<file path="config.mk">
export PLATFORM = sky130hd
export DESIGN_NAME = rtp_h264_depacketizer
export DESIGN_NICKNAME = d
export VERILOG_FILES = /design/src/hdl/rtpd_pkg.sv /design/src/hdl/rtpd_front.sv /design/src/hdl/rtpd_queue.sv /design/src/hdl/rtpd_back.sv /design/src/hdl/rtp_h264_depacketizer.sv
export SDC_FILE = /design/constraint.sdc
export NUM_CORES = 1
export LEC_CHECK = 0
export BUFFER_PORTS_ARGS = -buffer_cell sky130_fd_sc_hd__buf_2
export CAP_MARGIN = 20
export CORE_MARGIN = 1
export CORE_UTILIZATION = 40
export DETAILED_ROUTE_END_ITERATION = 8
export HOLD_SLACK_MARGIN = 0.1
export MAX_ROUTING_LAYER = met4
export PLACE_DENSITY_LB_ADDON = 0.3
export SETUP_SLACK_MARGIN = 0.15
export SYNTH_ARGS = -nofsm -noshare
export SYNTH_HDL_FRONTEND = slang
export SYNTH_SLANG_ARGS = --single-unit
</file>
<file path="constraint.sdc">
create_clock -name clk -period 3.2 [get_ports clk]
set_input_delay 0.16 -clock clk [delete_from_list [all_inputs] [get_ports clk]]
set_output_delay 0.16 -clock clk [all_outputs]
set_load 0.02 [all_outputs]
</file>
<file path="src/hdl/rtpd_pkg.sv">
// ----------------------------------------------------------------------------
// rtpd_pkg
// Shared constants and types of the RTP H.264 depacketizer.
// ----------------------------------------------------------------------------
package rtpd_pkg;

  localparam int MAX_PACKET_BYTES = 2048;
  localparam int POS_W            = $clog2(MAX_PACKET_BYTES);
  localparam logic [POS_W-1:0] POS_MAX         = POS_W'(MAX_PACKET_BYTES - 1);
  localparam logic [POS_W-1:0] POS_PAYLOAD_HDR = POS_W'(12);
  localparam logic [POS_W-1:0] POS_FU_HDR      = POS_W'(13);
  localparam logic [POS_W-1:0] POS_PAYLOAD     = POS_W'(14);

  localparam logic [4:0] FUA_TYPE  = 5'd28;
  localparam logic [7:0] TYPE_MASK = 8'h1f;

  localparam int QDEPTH = 4;
  localparam int QAW    = $clog2(QDEPTH);

  localparam logic [2:0] PH_FIRST = 3'd0;
  localparam logic [2:0] PH_ONE   = 3'd3;
  localparam logic [2:0] PH_LAST  = 3'd4;

  typedef struct packed {
    logic       start;
    logic [7:0] data;
  } cmd_t;

  typedef struct packed {
    logic empty;
    logic full;
  } q_status_t;

endpackage

</file>
<file path="src/hdl/rtpd_front.sv">
// ----------------------------------------------------------------------------
// rtpd_front
// Tracks the byte position within each packet and turns every input beat
// into at most one command for the output sequencer.
// ----------------------------------------------------------------------------
module rtpd_front import rtpd_pkg::*; (
  input  logic       clk,
  input  logic       rst_n,
  input  logic       acc,
  input  logic [7:0] pkt_byte,
  input  logic       last_of_packet,
  output logic       push,
  output cmd_t       cmd
);

  logic [POS_W-1:0] pos_r, pos_nxt;
  logic             frag_r, frag_nxt;
  logic [2:0]       fnri_r, fnri_nxt;
  logic             emit;

  always_comb begin
    emit      = 1'b0;
    cmd.start = 1'b0;
    cmd.data  = pkt_byte;
    frag_nxt  = frag_r;
    fnri_nxt  = fnri_r;
    if (pos_r == POS_PAYLOAD_HDR) begin
      if (pkt_byte[4:0] == FUA_TYPE) begin
        frag_nxt = 1'b1;
        fnri_nxt = pkt_byte[7:5];
      end else begin
        frag_nxt  = 1'b0;
        emit      = 1'b1;
        cmd.start = 1'b1;
      end
    end else if (pos_r == POS_FU_HDR) begin
      if (frag_r) begin
        if (pkt_byte[7] && !pkt_byte[6]) begin
          emit      = 1'b1;
          cmd.start = 1'b1;
          cmd.data  = {fnri_r, 5'b0} | (pkt_byte & TYPE_MASK);
        end
      end else begin
        emit = 1'b1;
      end
    end else if (pos_r >= POS_PAYLOAD) begin
      emit = 1'b1;
    end

    if (last_of_packet) begin
      pos_nxt  = '0;
      frag_nxt = 1'b0;
    end else if (pos_r != POS_MAX) begin
      pos_nxt = pos_r + POS_W'(1);
    end else begin
      pos_nxt = pos_r;
    end
  end

  assign push = acc && emit;

  always_ff @(posedge clk) begin
    if (!rst_n) begin
      pos_r  <= '0;
      frag_r <= 1'b0;
      fnri_r <= '0;
    end else if (acc) begin
      pos_r  <= pos_nxt;
      frag_r <= frag_nxt;
      fnri_r <= fnri_nxt;
    end
  end

endmodule

</file>
<file path="src/hdl/rtpd_queue.sv">
// ----------------------------------------------------------------------------
// rtpd_queue
// Small command queue that decouples the classifier from the sequencer.
// ----------------------------------------------------------------------------
module rtpd_queue import rtpd_pkg::*; (
  input  logic      clk,
  input  logic      rst_n,
  input  logic      push,
  input  cmd_t      wr_cmd,
  input  logic      pop,
  output cmd_t      rd_cmd,
  output q_status_t status
);

  cmd_t           mem [QDEPTH];
  logic [QAW-1:0] wp_r, rp_r;
  logic [QAW:0]   cnt_r;

  assign status.empty = (cnt_r == '0);
  assign status.full  = (cnt_r == (QAW+1)'(QDEPTH));
  assign rd_cmd       = mem[rp_r];

  always_ff @(posedge clk) begin
    if (push) begin
      mem[wp_r] <= wr_cmd;
    end
  end

  always_ff @(posedge clk) begin
    if (!rst_n) begin
      wp_r  <= '0;
      rp_r  <= '0;
      cnt_r <= '0;
    end else begin
      if (push) begin
        wp_r <= wp_r + QAW'(1);
      end
      if (pop) begin
        rp_r <= rp_r + QAW'(1);
      end
      if (push && !pop) begin
        cnt_r <= cnt_r + (QAW+1)'(1);
      end else if (!push && pop) begin
        cnt_r <= cnt_r - (QAW+1)'(1);
      end
    end
  end

endmodule

</file>
<file path="src/hdl/rtpd_back.sv">
// ----------------------------------------------------------------------------
// rtpd_back
// Expands queued commands into output beats: a start command gives a
// four-byte start code and its header byte, a plain command one byte.
// ----------------------------------------------------------------------------
module rtpd_back import rtpd_pkg::*; (
  input  logic      clk,
  input  logic      rst_n,
  input  cmd_t      head,
  input  q_status_t status,
  output logic      pop,
  output logic      out_valid,
  input  logic      out_stall,
  output logic [7:0] out_byte,
  output logic      out_nal_begin,
  output logic      out_last_of_run
);

  logic       valid_r;
  logic [7:0] byte_r;
  logic       begin_r, last_r;
  logic [2:0] ph_r, ph_nxt;
  logic       load;
  logic [7:0] byte_nxt;
  logic       begin_nxt, last_nxt;

  assign load = !status.empty && (!valid_r || !out_stall);

  always_comb begin
    byte_nxt  = head.data;
    begin_nxt = 1'b0;
    last_nxt  = 1'b1;
    ph_nxt    = PH_FIRST;
    if (head.start && ph_r != PH_LAST) begin
      byte_nxt  = (ph_r == PH_ONE) ? 8'h01 : 8'h00;
      begin_nxt = (ph_r == PH_FIRST);
      last_nxt  = 1'b0;
      ph_nxt    = ph_r + 3'd1;
    end
  end

  assign pop = load && last_nxt;

  always_ff @(posedge clk) begin
    if (!rst_n) begin
      valid_r <= 1'b0;
      ph_r    <= PH_FIRST;
    end else if (load) begin
      valid_r <= 1'b1;
      ph_r    <= ph_nxt;
    end else if (!out_stall) begin
      valid_r <= 1'b0;
    end
  end

  always_ff @(posedge clk) begin
    if (load) begin
      byte_r  <= byte_nxt;
      begin_r <= begin_nxt;
      last_r  <= last_nxt;
    end
  end

  assign out_valid       = valid_r;
  assign out_byte        = byte_r;
  assign out_nal_begin   = begin_r;
  assign out_last_of_run = last_r;

endmodule

</file>
<file path="src/hdl/rtp_h264_depacketizer.sv">
// ----------------------------------------------------------------------------
// rtp_h264_depacketizer
// RTP to H.264 Annex B depacketizer for single NAL unit and FU-A packets.
// ----------------------------------------------------------------------------
// The input channel takes one packet byte per beat, with in_last_of_packet
// set on the final byte of each packet. The result channel gives one byte
// of the Annex B stream per beat; out_nal_begin marks the first byte of a
// start code and out_last_of_run the final beat caused by one input byte.
// An input byte that yields output goes through the command queue, then the
// output register. Payload bytes flow at one beat per cycle while the
// receiver takes them; a NAL header costs five output beats (start code
// and header byte), so the input takes one byte per cycle except while
// the four-entry command queue is full, which happens only behind such a
// five-beat burst or a stalled receiver. Header bytes of the RTP packet
// produce no beat. Reset clears the byte position, the fragment state,
// the queue and the output valid flag. When the receiver stalls, the
// current beat holds and the queue fills; in_stall rises once it is full.
// ----------------------------------------------------------------------------
module rtp_h264_depacketizer import rtpd_pkg::*; (
  input  logic       clk,
  input  logic       rst_n,
  input  logic       in_valid,
  output logic       in_stall,
  input  logic [7:0] in_pkt_byte,
  input  logic       in_last_of_packet,
  output logic       out_valid,
  input  logic       out_stall,
  output logic [7:0] out_byte,
  output logic       out_nal_begin,
  output logic       out_last_of_run
);

  logic      acc, push, pop;
  cmd_t      wr_cmd, head;
  q_status_t status;

  assign in_stall = status.full;
  assign acc      = in_valid && !status.full;

  rtpd_front u_front (
    .clk            (clk),
    .rst_n          (rst_n),
    .acc            (acc),
    .pkt_byte       (in_pkt_byte),
    .last_of_packet (in_last_of_packet),
    .push           (push),
    .cmd            (wr_cmd)
  );

  rtpd_queue u_queue (
    .clk    (clk),
    .rst_n  (rst_n),
    .push   (push),
    .wr_cmd (wr_cmd),
    .pop    (pop),
    .rd_cmd (head),
    .status (status)
  );

  rtpd_back u_back (
    .clk             (clk),
    .rst_n           (rst_n),
    .head            (head),
    .status          (status),
    .pop             (pop),
    .out_valid       (out_valid),
    .out_stall       (out_stall),
    .out_byte        (out_byte),
    .out_nal_begin   (out_nal_begin),
    .out_last_of_run (out_last_of_run)
  );

endmodule

</file>
* Word-level counts from Yosys, hierarchy flattened
Memories as Yosys holds them, arrays and structs flattened. A register that Yosys moved wholly into a read port is not among the register bits.
Cells that the tools add are included.
** Storage, ports and cells
- Bits in registers :: 36
- Latch bits :: 0
- Memory bits (writable) :: 36
- Bits in read-only memories :: 0
- Bits of input ports :: 13
- Output and inout port bits :: 12
- Logic and storage cells :: 80
- Memories :: 1
** Cells by class
- Add/subtract/negate cells :: 6
- Multipliers :: 0
- Div/mod/pow operators :: 0
- $lt $le $gt $ge :: 1
- Equality and inequality tests :: 8
- Shift operators :: 0
- Mux-type cells :: 28
- Bitwise gates (word level) :: 1
- Reductions and logical operators :: 24
** Memories
- u_queue.mem :: words 4, bits a word 9, read ports 1, clocked after Yosys merged registers in 1, write ports 1, RTL line rtpd_queue.sv:15 : cmd_t mem [QDEPTH];
** Operators with widths (number)
- 2-to-1 mux 9 bit :: 3
- equality test 11 x 4 -> 1 bit, second input constant :: 2
- 2-to-1 mux 11 bit :: 2
- 2-to-1 mux 1 bit :: 16
- 2-to-1 mux 8 bit :: 2
- adder 11 x 1 -> 11 bit, second input constant :: 1
- >= comparator 11 x 4 -> 1 bit, second input constant :: 1
- != test 11 bit, second input constant :: 1
- 2-to-1 mux 3 bit :: 3
- logical AND 1 bit :: 8
- OR 8 x 5 -> 8 bit :: 1
- logical NOT 1 bit :: 7
- adder 3 x 1 -> 3 bit, second input constant :: 2
- logical NOT 3 bit :: 2
- nonzero test 2 bit :: 3
- equality test 5 bit, second input constant :: 1
- adder 2 x 1 -> 2 bit, second input constant :: 2
- 2-to-1 mux 2 bit :: 2
- AND reduction 2 bit :: 2
- equality test 3 x 2 -> 1 bit, second input constant :: 1
- equality test 3 bit, second input constant :: 1
- != test 3 bit, second input constant :: 1
- AND reduction 3 bit :: 1
- subtractor 3 x 1 -> 3 bit, second input constant :: 1
- other kinds (2) :: 2

* Logic depth before layout (Yosys ltp)
Gate-level depths: netlist of the first run.
- Depth in word-level cells :: 11
- Depth in mapped cells :: 12
- Mapped depth without buffers :: 12

* Cells and area by module
A second synthesis of the first run with hierarchy kept.
** Second synthesis, totals
- Cell total of the unflattened synthesis :: 256
- Area, all modules :: 3348.2 µm²
** By module, submodules not included
- rtpd_queue :: instances 1, cells an instance 90, area an instance 1745.4 µm², sequential area each 1261.2 µm²
- rtpd_front :: instances 1, cells an instance 119, area an instance 972.2 µm², sequential area each 300.3 µm²
- rtpd_back :: instances 1, cells an instance 46, area an instance 616.8 µm², sequential area each 380.4 µm²
- rtp_h264_depacketizer :: instances 1, cells an instance 1, area an instance 13.8 µm², sequential area each 0.0 µm²

* Worst setup path after synthesis of the first run
Ideal clock, no wire load.
- Path kind :: register -> register
- Start point :: register u_front.pos_r[1]
- End point :: register u_queue.cnt_r[2]
- Setup time :: 70 ps
- Arrival :: 2787 ps
- Required time :: 3130 ps
- Setup slack :: 342 ps
- Stages on the path, launching flop included :: 12
- Period minus slack after synthesis :: 2858 ps
- Cell sequence :: dfxtp_1 > inv_1 > ha_1 > and2_1 > a2111o_1 > a31oi_1 > ha_1 > inv_1 > fa_1 > xor2_1 > or3_1 > a21oi_1
** On the way
- Cells in the longest elaborated chain, start to end :: 8
- Elaborated cells on any way between the ends :: 12
- Classes of those cells :: order compare (1); eq/ne (2); mux (4); reduce/logical (5)
** Ends and longest elaborated chain
- from (decl) :: RTL line rtpd_front.sv:16 : logic [POS_W-1:0] pos_r, pos_nxt;
- from (signal assigned) :: RTL line rtpd_front.sv:68 : pos_r <= pos_nxt;
- >= comparator 11 x 4 -> 1 bit :: RTL line rtpd_front.sv:46 : end else if (pos_r >= POS_PAYLOAD) begin
- 2-to-1 mux 1 bit :: RTL line rtpd_front.sv:46
- 2-to-1 mux 1 bit :: RTL line rtpd_front.sv:36 : end else if (pos_r == POS_FU_HDR) begin
- 2-to-1 mux 1 bit * :: RTL line rtpd_front.sv:27 : if (pos_r == POS_PAYLOAD_HDR) begin
- logical AND 1 bit * :: RTL line rtpd_front.sv:60 : assign push = acc && emit;
- net push :: RTL line rtp_h264_depacketizer.sv:33 : logic acc, push, pop;
- logical NOT 1 bit :: RTL line rtpd_queue.sv:43 : end else if (!push && pop) begin
- logical AND 1 bit :: RTL line rtpd_queue.sv:43
- nonzero test 2 bit (no source line)
- to (signal assigned) :: RTL line rtpd_queue.sv:42 : cnt_r <= cnt_r + (QAW+1)'(1);
- to (signal assigned) :: RTL line rtpd_queue.sv:44 : cnt_r <= cnt_r - (QAW+1)'(1);
- to (decl) :: RTL line rtpd_queue.sv:17 : logic [QAW:0] cnt_r;
Mark *: on every way through the listed nets, which the timed path passes. The rest lies on a longest branch.
A chain may end at the register's enable or synchronous reset.

* Worst setup path in the final report of the first run
Same ends and word-level chain as after synthesis.

==> out/metrics.yaml, run 1 <==
worst_setup_path:
  critPathLaunchType: "flop"
  r2r_end: "u_queue.cnt_r[2]"
  worstPathMaxFanout: 7
  worstPathRequired_ns: 3.47
  reg2reg_setup_slack_ns: 0.28
  crit_type: "flop to flop"
  rr_worst_depth: 11
  critPathCaptureType: "flop"
  arrival_ns: 3.19
  r2r_start: "u_front.pos_r[1]"
clocking:
  ctsRootBufferMaster: "clkbuf_8"
  cts.htree.levels: 3
  cts.path.max_buffers: 2
  cts_sinks: 74
  clkTransAtPathRegs_ns: 0.08
  clkLatencyLatePin_ns: 0.34
  tritoncts.num_buffers: 9
  cts_tree: "yes"
grt:
  grtUsageTotal_pct: 15.2
  antenna_found_initial: 0
  grt_pass1_wl_um: 9770
  grt_max_degree: 15
  grt_pass1_vias: 2040
  grt_overflow: 0
min_path:
  hold_path_depth: 3
  worstHoldEndpoint: "u_front.fnri_r[2]"
  hold_start: "in_pkt_byte[7]"
  hold_class: "input pin to flop"
sta:
  rsz0062_at_grt: "no"
  drv_slew: 0
  hold_ws_ns: 0.122
  fin_skew_ns: 0.0102
  slew_headroom_pct: 58.1
  layout_setup_ws_ns: 0.284
  fin_crit_sh_pct: 91.1
  tns_ns: 0
  finalSetupViolCount: 0
  worst_pin_slew_ns: 0.624
  final.min_clock_period_ns: 2.92
  clock.fmax_mhz: 343
  hold_viol: 0
synth:
  ys_ff_latch: 74
  synth_cell_types: 50
  syn_area_per_cell_sq_um: 12.7
  synth_area_sq_um: 3370
  synth_edf_count: 46
  yosysTopAreaCell: "edfxtp_1"
  yosys-top-cells-area: "edfxtp_1 (41%), dfxtp_1 (17%), mux4_1 (6.2%), ha_1 (4.5%), a21oi_1 (2.8%)"
  yosys_warnings: 0
  seq_area_frac_synth_pct: 57.7
  syn_nets: 291
  async_flop_share_pct: 0
  yosysTopAreaCellShare_pct: 41.0
  synth_flop_cell: "edfxtp_1"
  syn_inst: 265
floorplan:
  fp.dieH_um: 93.7
  dieWidth_um: 93.7
  die-area_sq_um: 8790
  core_area_sq_um: 8180
  initial_utilization_pct: 41.2
  num_rows: 33
  io_pins: 25
finish:
  fin_nets: 329
  final_area_sq_um: 3880
  area_growth_syn_to_layout_pct: 15.4
  drive_above_1_share_pct: 17.5
  layoutNonFillerInstCount: 413
  antenna_cells: 0
  post-route-util_pct: 47.5
placed_design:
  dpl.hpwl_um: 4210
  dpl.cell_count: 390
  gp_congestion: 0.832
  dpl-instance-area_sq_um: 3600
  port_buffers: 24
  place_ws_ns: 0.190
power_and_ir_drop:
  cellPowerDensity_nw_per_um2: 585
  p_leak_nw: 1.39
  total_power_mw: 2.27
  ir_drop_mv: 0.214
routing:
  post-route-drc-count: 0
  wl_per_cell_um: 14.7
  postRouteAntennaNets: 0
  wl_um: 6050
  route.vias.total: 2194
  drt-initial-drc-count: 101
  drtPass1Iterations: 4
  vias_per_cell: 5.31
run_status:
  status: "finished clean"
job:
  cap_violations: 0
[placed cells by master, fill, tap and decap left out, drive strengths merged, types with 2 or more instances in the layout]
master	n
buf	28
o31ai	3
or4	4
dlygate4sd3	7
xor2	2
or3	4
nand2	20
and3	5
a211oi	3
nand4	4
ha	12
clkinv	3
mux2i	6
o21ai	10
dfxtp	28
a21oi	19
inv	18
edfxtp	46
clkbuf	9
mux4	9
nor3	5
o2bb2ai	2
and4	2
a31oi	5
and2	14
nand2b	4
nand3	14
nor2	4
nor4	4
[state kept, by name, summed over array words and instances (netlist names), 2 cells and up, named ones only]
name	count
u_queue.wp_r	2
u_queue.cnt_r	3
u_back.ph_r	3
u_back.out_byte	8
u_queue.mem	36
u_queue.rp_r	2
u_front.fnri_r	3
u_front.pos_r	11
[Yosys cell counts, types with 2 or more instances]
library cell and count:
nand4_1 4, and3_1 4, dfxtp_1 28, a211oi_1 3, mux4_1 8, a31oi_1 5, or3_1 4, clkbuf_1 3
edfxtp_1 46, nand2b_1 4, nor4_1 3, nand3_1 13, o2bb2ai_1 2, xor2_1 2, nor2_1 4, ha_1 12
buf_6 2, and2_1 12, or4_1 4, nor3_1 5, clkbuf_2 2, a21oi_1 19, nand2_1 19, inv_1 15
and4_1 2, o21ai_0 9, o31ai_1 3, mux2i_1 6
[logic make-up after synthesis]
kind of cell,after synthesis,synth area share [%]
mux,16,9.03
flops,74,57.7
compound gates,49,9.59
fa+ha+maj,13,5.06
simple gates,87,14.8
xor+xnor,2,0.521
buf+inv,24,3.27
[area by class of cell]
cell class	instances	area (sq um)
clock buffers	9	124
clock inverters	7	76.3
fillers	757	4290
inverters	16	61.3
multi-input cells	167	1330
flip-flops and latches	74	1940
well taps	105	131
repair buffers	35	220
[routing by layer]
layer,GRT usage [%],vias up,part of all wire [%],wire length [um]
li1,-,1091,-,-
met1,19.5,1036,47,2830
met2,23.0,56,47,2840
met3,3.64,11,4.3,259
met4,6.92,0,2.0,123
met5,-,-,0,0
[worst max path at each step]
stage / slack [ns] / to / start
after CTS: 0.15 / u_queue.cnt_r[2] / u_front.pos_r[1]
after global placement: 0.29 / u_queue.cnt_r[2] / u_front.pos_r[1]
after global routing: 0.15 / u_queue.cnt_r[2] / u_front.pos_r[1]
final: 0.28 / u_queue.cnt_r[2] / u_front.pos_r[1]
after floorplan: 0.34 / u_queue.cnt_r[2] / u_front.pos_r[1]
after detailed placement: 0.19 / u_queue.cnt_r[2] / u_front.pos_r[1]
[power by group]
| part | internal, mW | leakage [nW] | total (mW) | switching, mW |
|---|---|---|---|---|
| sequential | 1.11 | 0.653 | 1.14 | 0.0292 |
| clock | 0.367 | 0.0983 | 0.726 | 0.359 |
| combinational | 0.142 | 0.639 | 0.408 | 0.267 |
| total | 1.62 | 1.39 | 2.27 | 0.654 |
[worst max-delay path, cell delays in order (launching register included)]
cell	delay (ns)
dfxtp_2	0.39
inv_1	0.09
ha_1	0.19
and2_1	0.16
a2111o_1	0.46
a31oi_4	0.21
ha_1	0.22
inv_1	0.07
fa_1	0.43
xor2_1	0.18
or3_1	0.30
a21oi_1	0.14
[what timing repair did]
item | CTS | global route
endpoints found under the setup margin | 0 | 1
setup buffers | 0 | 0
hold endpoints to repair | 22 | 0
hold buffers | 7 | 0
resized for setup | 0 | 4
Note: power is estimated with default switching activity, not from simulation.
==> run 2, diff against run 1 <==
--- a/config.mk
+++ b/config.mk
@@ -16,4 +16,5 @@
 export SETUP_SLACK_MARGIN = 0.15
 export SYNTH_ARGS = -nofsm -noshare
 export SYNTH_HDL_FRONTEND = slang
+export SYNTH_HIERARCHICAL = 1
 export SYNTH_SLANG_ARGS = --single-unit
==> run 2 against run 1 <==
Sequential power down 4%. Routed wire length down 8.8%. Combinational power down 27%. First-iteration DRC count down 18%. Setup slack better by 0.15 ns. Clock skew about the same. Global-route usage down 0.41 points. Final cell count down 3.4%. Via count down 10%. Flip-flop and latch count unchanged. Critical endpoint is now u_queue/cnt_r[2]. Largest power group unchanged.
==> out/metrics.yaml, run 2 <==
finish:
  area_growth_syn_to_layout_pct: 15.2  # was 15.4%
  antenna_cells: 0  # unchanged
  largest_register: "u_queue/mem"  # was u_queue.mem
  post-route-util_pct: 47.2  # was 47.5%
  fin_nets: 315  # was 329
  final_common_cell: "edfxtp_1"  # unchanged
  drive_above_1_share_pct: 24.5  # was 17.5%
  largest_register_ff_count: 36  # unchanged
  final_cell_mix: "edfxtp_1 (46), dfxtp_1 (28), buf_2 (24), inv_1 (17), nand2_1 (15)"  # was edfxtp_1 (46), dfxtp_1 (27), buf_2 (24), nand2_1 (19), a21oi_1 (19)
worst_setup_path:
  critPathMaxStageDelay_ns: 0.43  # was 0.46 ns
  crit_cells: 11  # unchanged
  rr_worst_depth: 11  # unchanged
  worstPathMaxFanout: 7  # unchanged
  worst-path-buf-inv: 2  # unchanged
  crit_chain: "inv_1, ha_1, nand3b_1, o32ai_1, o31a_2, ha_1, inv_1, fa_1, xor2_1, or3_1, a21boi_1"  # was inv_1, ha_1, and2_1, a2111o_1, a31oi_4, ha_1, inv_1, fa_1, xor2_1, or3_1, a21oi_1
  critPathCaptureType: "flop"  # unchanged
  worstPathRequired_ns: 3.47  # about the same
  critPathLaunchType: "flop"  # unchanged
  arrival_ns: 3.04  # was 3.19 ns
  startpoint: "u_front/pos_r[0]"  # was u_front.pos_r[1]
  cp_slowest_cell: "dfxtp_1"  # was a2111o_1
  crit_type: "flop to flop"  # unchanged
  critPathTopFamily: "adder cells"  # unchanged
  r2r_start: "u_front/pos_r[0]"  # was u_front.pos_r[1]
synth:
  async_flop_share_pct: 0  # unchanged
  yosysTopAreaCell: "edfxtp_1"  # unchanged
  synth_edf_count: 46  # unchanged
  synth_area_sq_um: 3350  # was 3370 sq um
  yosys_warnings: 6  # was 0
  synth_cell_types: 52  # was 50
  synth_common_cells: "edfxtp_1 (46), dfxtp_1 (28), inv_1 (17)"  # was edfxtp_1 (46), dfxtp_1 (28), a21oi_1 (19), nand2_1 (19), inv_1 (15)
  ys_ff_latch: 74  # unchanged
  seq_area_frac_synth_pct: 58.0  # was 57.7%
  syn_inst: 256  # was 265
  yosys-top-cells-area: "edfxtp_1 (41%), dfxtp_1 (17%), mux4_2 (6.1%), ha_1 (4.5%), and2_1 (2.1%)"  # was edfxtp_1 (41%), dfxtp_1 (17%), mux4_1 (6.2%), ha_1 (4.5%), a21oi_1 (2.8%)
  synth_flop_cell: "edfxtp_1"  # unchanged
  synth_most_common_cell: "edfxtp_1"  # unchanged
  syn_area_per_cell_sq_um: 13.1  # was 12.7 sq um
  syn_nets: 282  # was 291
  yosysTopAreaCellShare_pct: 41.3  # was 41.0%
clocking:
  cts.path.max_buffers: 2  # unchanged
  cts_hold_buf: 9  # was 7
  cts.htree.levels: 3  # unchanged
  tritoncts.num_buffers: 9  # unchanged
  clkLatencyLatePin_ns: 0.34  # about the same
  ctsRootBufferMaster: "clkbuf_8"  # unchanged
  clkTransAtPathRegs_ns: 0.07  # was 0.08 ns
  cts_setup_buffers: 0  # unchanged
  cts_sinks: 74  # unchanged
  cts_tree: "yes"  # unchanged
  postCtsResizedCells: 0  # unchanged
floorplan:
  die-area_sq_um: 8740  # was 8790 sq um
  num_rows: 33  # unchanged
  core_area_sq_um: 8180  # unchanged
  io_pins: 25  # unchanged
  dieWidth_um: 93.5  # was 93.7 um
  fp.dieH_um: 93.5  # was 93.7 um
  initial_utilization_pct: 41.0  # was 41.2%
power_and_ir_drop:
  clkPwrFrac_pct: 38.1  # was 31.9%
  intPower_mw: 1.72  # was 1.62 mW
  comb_power_share_pct: 13.1  # was 17.9%
  cellPowerDensity_nw_per_um2: 586  # was 585 nW/um^2
  switching_share_pct: 24.0  # was 28.8%
  p_leak_nw: 1.40  # was 1.39 nW
  power_frac_seq_pct: 48.7  # was 50.1%
  switchingPower_uw: 542  # was 654 uW
  total_power_mw: 2.26  # was 2.27 mW
  ir_drop_mv: 0.254  # was 0.214 mV
sta:
  clock.fmax_mhz: 361  # was 343 MHz
  slew_headroom_pct: 66.0  # was 58.1%
  finalSetupViolCount: 0  # unchanged
  tns_ns: 0  # unchanged
  fin_skew_ns: 0.00988  # was 0.0102 ns
  worst_pin_slew_ns: 0.509  # was 0.624 ns
  final.min_clock_period_ns: 2.77  # was 2.92 ns
  fin_crit_sh_pct: 86.5  # was 91.1%
  rsz0062_at_grt: "no"  # unchanged
  hold_viol: 0  # unchanged
  hold_ws_ns: 0.200  # was 0.122 ns
  drv_slew: 0  # unchanged
min_path:
  hold_class: "input pin to flop"  # unchanged
  hold_path_depth: 3  # unchanged
  hold_start: "in_last_of_packet"  # was in_pkt_byte[7]
grt:
  grt_overflow: 0  # unchanged
  grtUsageTotal_pct: 14.8  # was 15.2%
  grt_max_degree: 24  # was 15
  grt_pass1_wl_um: 9410  # was 9770 um
  antenna_found_initial: 0  # unchanged
  grt_pass1_vias: 1913  # was 2,040
placed_design:
  gp_congestion: 0.851  # was 0.832
  dpl.hpwl_um: 3740  # was 4210 um
  port_buffers: 24  # unchanged
routing:
  postRouteAntennaNets: 0  # unchanged
  route.vias.total: 1972  # was 2,194
  wl_per_cell_um: 13.8  # was 14.7 um
  wl_um: 5520  # was 6050 um
  vias_per_cell: 4.94  # was 5.31
  drt-initial-drc-count: 83  # was 101
  drtPass1Iterations: 4  # unchanged
  post-route-drc-count: 0  # unchanged
job:
  cap_violations: 0  # unchanged
run_status:
  status: "finished clean"  # unchanged
-- run 2: cell count changes after synthesis, moves of 5 or more --
cell	delta
mux4_2	+8
xnor2_1	+5
mux4_1	-8
nand3_1	-7
a21oi_1	-11
and2_2	+8
buf_4	+6
-- run 2: worst min-delay path: cells and delay by family --
family	cells	cell delay (ns)
AOI/OAI and AO/OA	1	0.06
and+or+nand+nor	1	0.14
buffers and inverters	1	0.12
-- run 2: kinds of logic after synthesis --
family	share of synthesized area [%]
buf+inv	4.52
simple gates	15.4
flops	58.0
xor+xnor	2.09
fa+ha+maj	5.08
mux	8.33
compound gates	6.54
-- run 2: per-stage QoR --
stage | cells | area, sq um | worst slack [ns]
after floorplan | 256 | 3350 | 0.620
after global placement | 374 | 3530 | 0.512
after detailed placement | 374 | 3530 | 0.430
after CTS | 399 | 3860 | 0.409
after global routing | 399 | 3860 | 0.213
final | 399 | 3860 | 0.431
-- run 2: power by group through the flow --
stage / clock network (mW) / logic (mW) / registers [mW]
after CTS: 0.888 / 0.301 / 1.10
after global routing: 0.935 / 0.331 / 1.11
after floorplan: 0 / 0.159 / 1.18
after global placement: 0 / 0.287 / 1.12
final: 0.862 / 0.297 / 1.10
after detailed placement: 0 / 0.291 / 1.12
-- run 2: path summary, 6_finish.rpt --
check	endpoint	slack [ns]
max	u_queue/cnt_r[2]	0.43
min reg2reg	u_front/fnri_r[0]	0.46
min	u_front/pos_r[3]	0.20
max reg2reg	u_queue/cnt_r[2]	0.43
-- run 2: cell type report --
| class | count | area, sq um |
|---|---|---|
| inverter | 17 | 63.8 |
| multi-input combinational | 152 | 1250 |
| tap | 105 | 131 |
| sequential | 74 | 1940 |
| fill | 744 | 4320 |
| timing repair buffer | 35 | 225 |
| clock buffer | 10 | 128 |
| clock inverter | 6 | 113 |
-- run 2: routing by layer --
| metal | GRT usage (%) | wire, um |
|---|---|---|
| met5 | - | 0 |
| met1 | 16.9 | 2500 |
| met2 | 24.1 | 2720 |
| met3 | 5.20 | 228 |
| met4 | 5.51 | 68 |
==> run 3, diff against run 2 <==
--- a/config.mk
+++ b/config.mk
@@ -9,6 +9,7 @@
 export CAP_MARGIN = 20
 export CORE_MARGIN = 1
 export CORE_UTILIZATION = 40
+export CTS_BUF_LIST = sky130_fd_sc_hd__clkbuf_2
 export DETAILED_ROUTE_END_ITERATION = 8
 export HOLD_SLACK_MARGIN = 0.1
 export MAX_ROUTING_LAYER = met4
==> run 3 against run 2 <==
Clock skew up 0.018 ns. Total power down 8.2%. Design area up 0.58%. Largest power group unchanged. Combinational power up 3%. Sequential share of layout area down 0.29 points. Count of clock-buffer cells in the layout unchanged. Flip-flop and latch count unchanged. Fmax down 0.79%. Critical endpoint unchanged.
==> out/metrics.yaml, run 3 (synthesis results as in run 2) <==
power_and_ir_drop:
  switchingPower_uw: 524  # was 542 uW
  switching_share_pct: 25.3  # was 24.0%
  power_frac_seq_pct: 53.1  # was 48.7%
  intPower_mw: 1.55  # was 1.72 mW
  ir_drop_mv: 0.230  # was 0.254 mV
  comb_power_share_pct: 14.8  # was 13.1%
  clkPwrFrac_pct: 32.1  # was 38.1%
  total_power_mw: 2.07  # was 2.26 mW
  p_leak_nw: 1.42  # was 1.40 nW
  cellPowerDensity_nw_per_um2: 535  # was 586 nW/um^2
finish:
  post-route-util_pct: 47.5  # was 47.2%
  largest_register_ff_count: 36  # unchanged
  final_cell_mix: "edfxtp_1 (46), dfxtp_1 (28), buf_2 (24), dlygate4sd3_1 (19), inv_1 (17)"  # was edfxtp_1 (46), dfxtp_1 (28), buf_2 (24), inv_1 (17), nand2_1 (15)
  antenna_cells: 0  # unchanged
  largest_register: "u_queue/mem"  # unchanged
  multiInputGateArea_sq_um: 1250  # unchanged
  fillCellCount: 751  # was 744
  area_growth_syn_to_layout_pct: 15.9  # was 15.2%
  final_common_cell: "edfxtp_1"  # unchanged
  seq_area_sq_um: 1940  # unchanged
  drive_above_1_share_pct: 24.0  # was 24.5%
  fin_nets: 325  # was 315
worst_setup_path:
  cp_slowest_cell: "dfxtp_1"  # unchanged
  critPathCaptureType: "flop"  # unchanged
  critPathTopFamily: "adder cells"  # unchanged
  crit_cells: 11  # unchanged
  crit_type: "flop to flop"  # unchanged
  critPathLaunchType: "flop"  # unchanged
  worstPathMaxFanout: 7  # unchanged
  rr_worst_depth: 11  # unchanged
  worst-path-buf-inv: 2  # unchanged
  arrival_ns: 3.22  # was 3.04 ns
  crit_chain: "inv_1, ha_1, nand3b_1, o32ai_1, o31a_2, ha_1, inv_1, fa_1, xor2_1, or3_1, a21boi_1"  # unchanged
  critPathMaxStageDelay_ns: 0.46  # was 0.43 ns
  worstPathRequired_ns: 3.63  # was 3.47 ns
sta:
  rsz0062_at_grt: "no"  # unchanged
  fin_crit_sh_pct: 87.2  # was 86.5%
  slew_headroom_pct: 65.9  # was 66.0%
  drv_slew: 0  # unchanged
  hold_viol: 0  # unchanged
  clock.fmax_mhz: 358  # was 361 MHz
  hold_ws_ns: 0.418  # was 0.200 ns
  finalSetupViolCount: 0  # unchanged
  tns_ns: 0  # unchanged
  fin_skew_ns: 0.0283  # was 0.00988 ns
  worst_pin_slew_ns: 0.511  # was 0.509 ns
  final.min_clock_period_ns: 2.79  # was 2.77 ns
floorplan:
  core_area_sq_um: 8180  # unchanged
  fp.dieH_um: 93.5  # unchanged
  dieWidth_um: 93.5  # unchanged
  io_pins: 25  # unchanged
  initial_utilization_pct: 41.0  # unchanged
  num_rows: 33  # unchanged
  die-area_sq_um: 8740  # unchanged
clocking:
  cts_sinks: 74  # unchanged
  postCtsResizedCells: 0  # unchanged
  cts_hold_buf: 19  # was 9
  clkTransAtPathRegs_ns: 0.21  # was 0.07 ns
  cts.path.max_buffers: 2  # unchanged
  clkLatencyLatePin_ns: 0.50  # was 0.34 ns
  tritoncts.num_buffers: 9  # unchanged
  cts_setup_buffers: 0  # unchanged
  cts.htree.levels: 3  # unchanged
  cts_tree: "yes"  # unchanged
  ctsRootBufferMaster: "clkbuf_2"  # was clkbuf_8
grt:
  grt_max_degree: 24  # unchanged
  met3_usage_pct: 4.96  # was 5.20%
  grt_pass1_wl_um: 9590  # was 9410 um
  antenna_found_initial: 0  # unchanged
  grt_use_met2_pct: 25.1  # was 24.1%
  gr-max-usage-layer: "met2"  # unchanged
  grtUsageTotal_pct: 15.0  # was 14.8%
  grt_overflow: 0  # unchanged
  grt_pass1_vias: 2013  # was 1,913
  use_met1_pct: 17.0  # was 16.9%
min_path:
  hold_class: "input pin to flop"  # unchanged
  hold_path_depth: 2  # was 3
routing:
  post-route-drc-count: 0  # unchanged
  drtPass1Iterations: 4  # unchanged
  postRouteAntennaNets: 0  # unchanged
  drt-initial-drc-count: 78  # was 83
  route.vias.total: 1990  # was 1,972
  wl_um: 5590  # was 5520 um
  wl_per_cell_um: 13.7  # was 13.8 um
  vias_per_cell: 4.87  # was 4.94
placed_design:
  dpl.hpwl_um: 3740  # unchanged
  port_buffers: 24  # unchanged
  gp_congestion: 0.851  # unchanged
job:
  cap_violations: 0  # unchanged
run_status:
  status: "finished clean"  # unchanged
==> run 3: cell types whose count changed in the layout (fill, tap and decap cells not counted), sizes merged <==
cell	previous run	this run
dlygate4sd3	9	19
==> run 3: area by class of cell <==
type | instances | area share (%)
clock buffer | 10 | 1.29
clock inverter | 6 | 2.90
inverter | 17 | 1.64
multi-input combinational | 152 | 32.3
sequential | 74 | 50.0
tap | 105 | 3.39
timing repair buffer | 45 | 8.38
==> run 3: metrics by stage <==
step,std cells,setup slack [ns],cell area [sq um]
finish,409,0.409,3880
global route,409,0.198,3880
floorplan,256,0.620,3350
detailed placement,374,0.430,3530
CTS,409,0.392,3880
global placement,374,0.512,3530
==> run 3: worst paths after layout <==
kind	from	endpoint	slack, ns
worst max-delay path	u_front/pos_r[0]	u_queue/cnt_r[2]	0.41
worst max register to register	u_front/pos_r[0]	u_queue/cnt_r[2]	0.41
worst min register to register	u_queue/cnt_r[2]	u_queue/cnt_r[2]	0.52
worst min-delay path	in_pkt_byte[1]	u_queue/mem[0][1]	0.42
==> run 3: power groups by stage <==
stage	combinational [mW]	sequential [mW]	clock [mW]
final	0.306	1.10	0.666
after detailed placement	0.291	1.12	0
after global routing	0.342	1.11	0.733
after floorplan	0.159	1.18	0
after CTS	0.311	1.10	0.690
after global placement	0.287	1.12	0
==> run 3: layer usage <==
| metal | vias up | wire length [um] |
|---|---|---|
| met4 | 0 | 62 |
| met3 | 4 | 198 |
| met2 | 32 | 2830 |
| met1 | 942 | 2500 |
| met5 | - | 0 |
| li1 | 1012 | - |
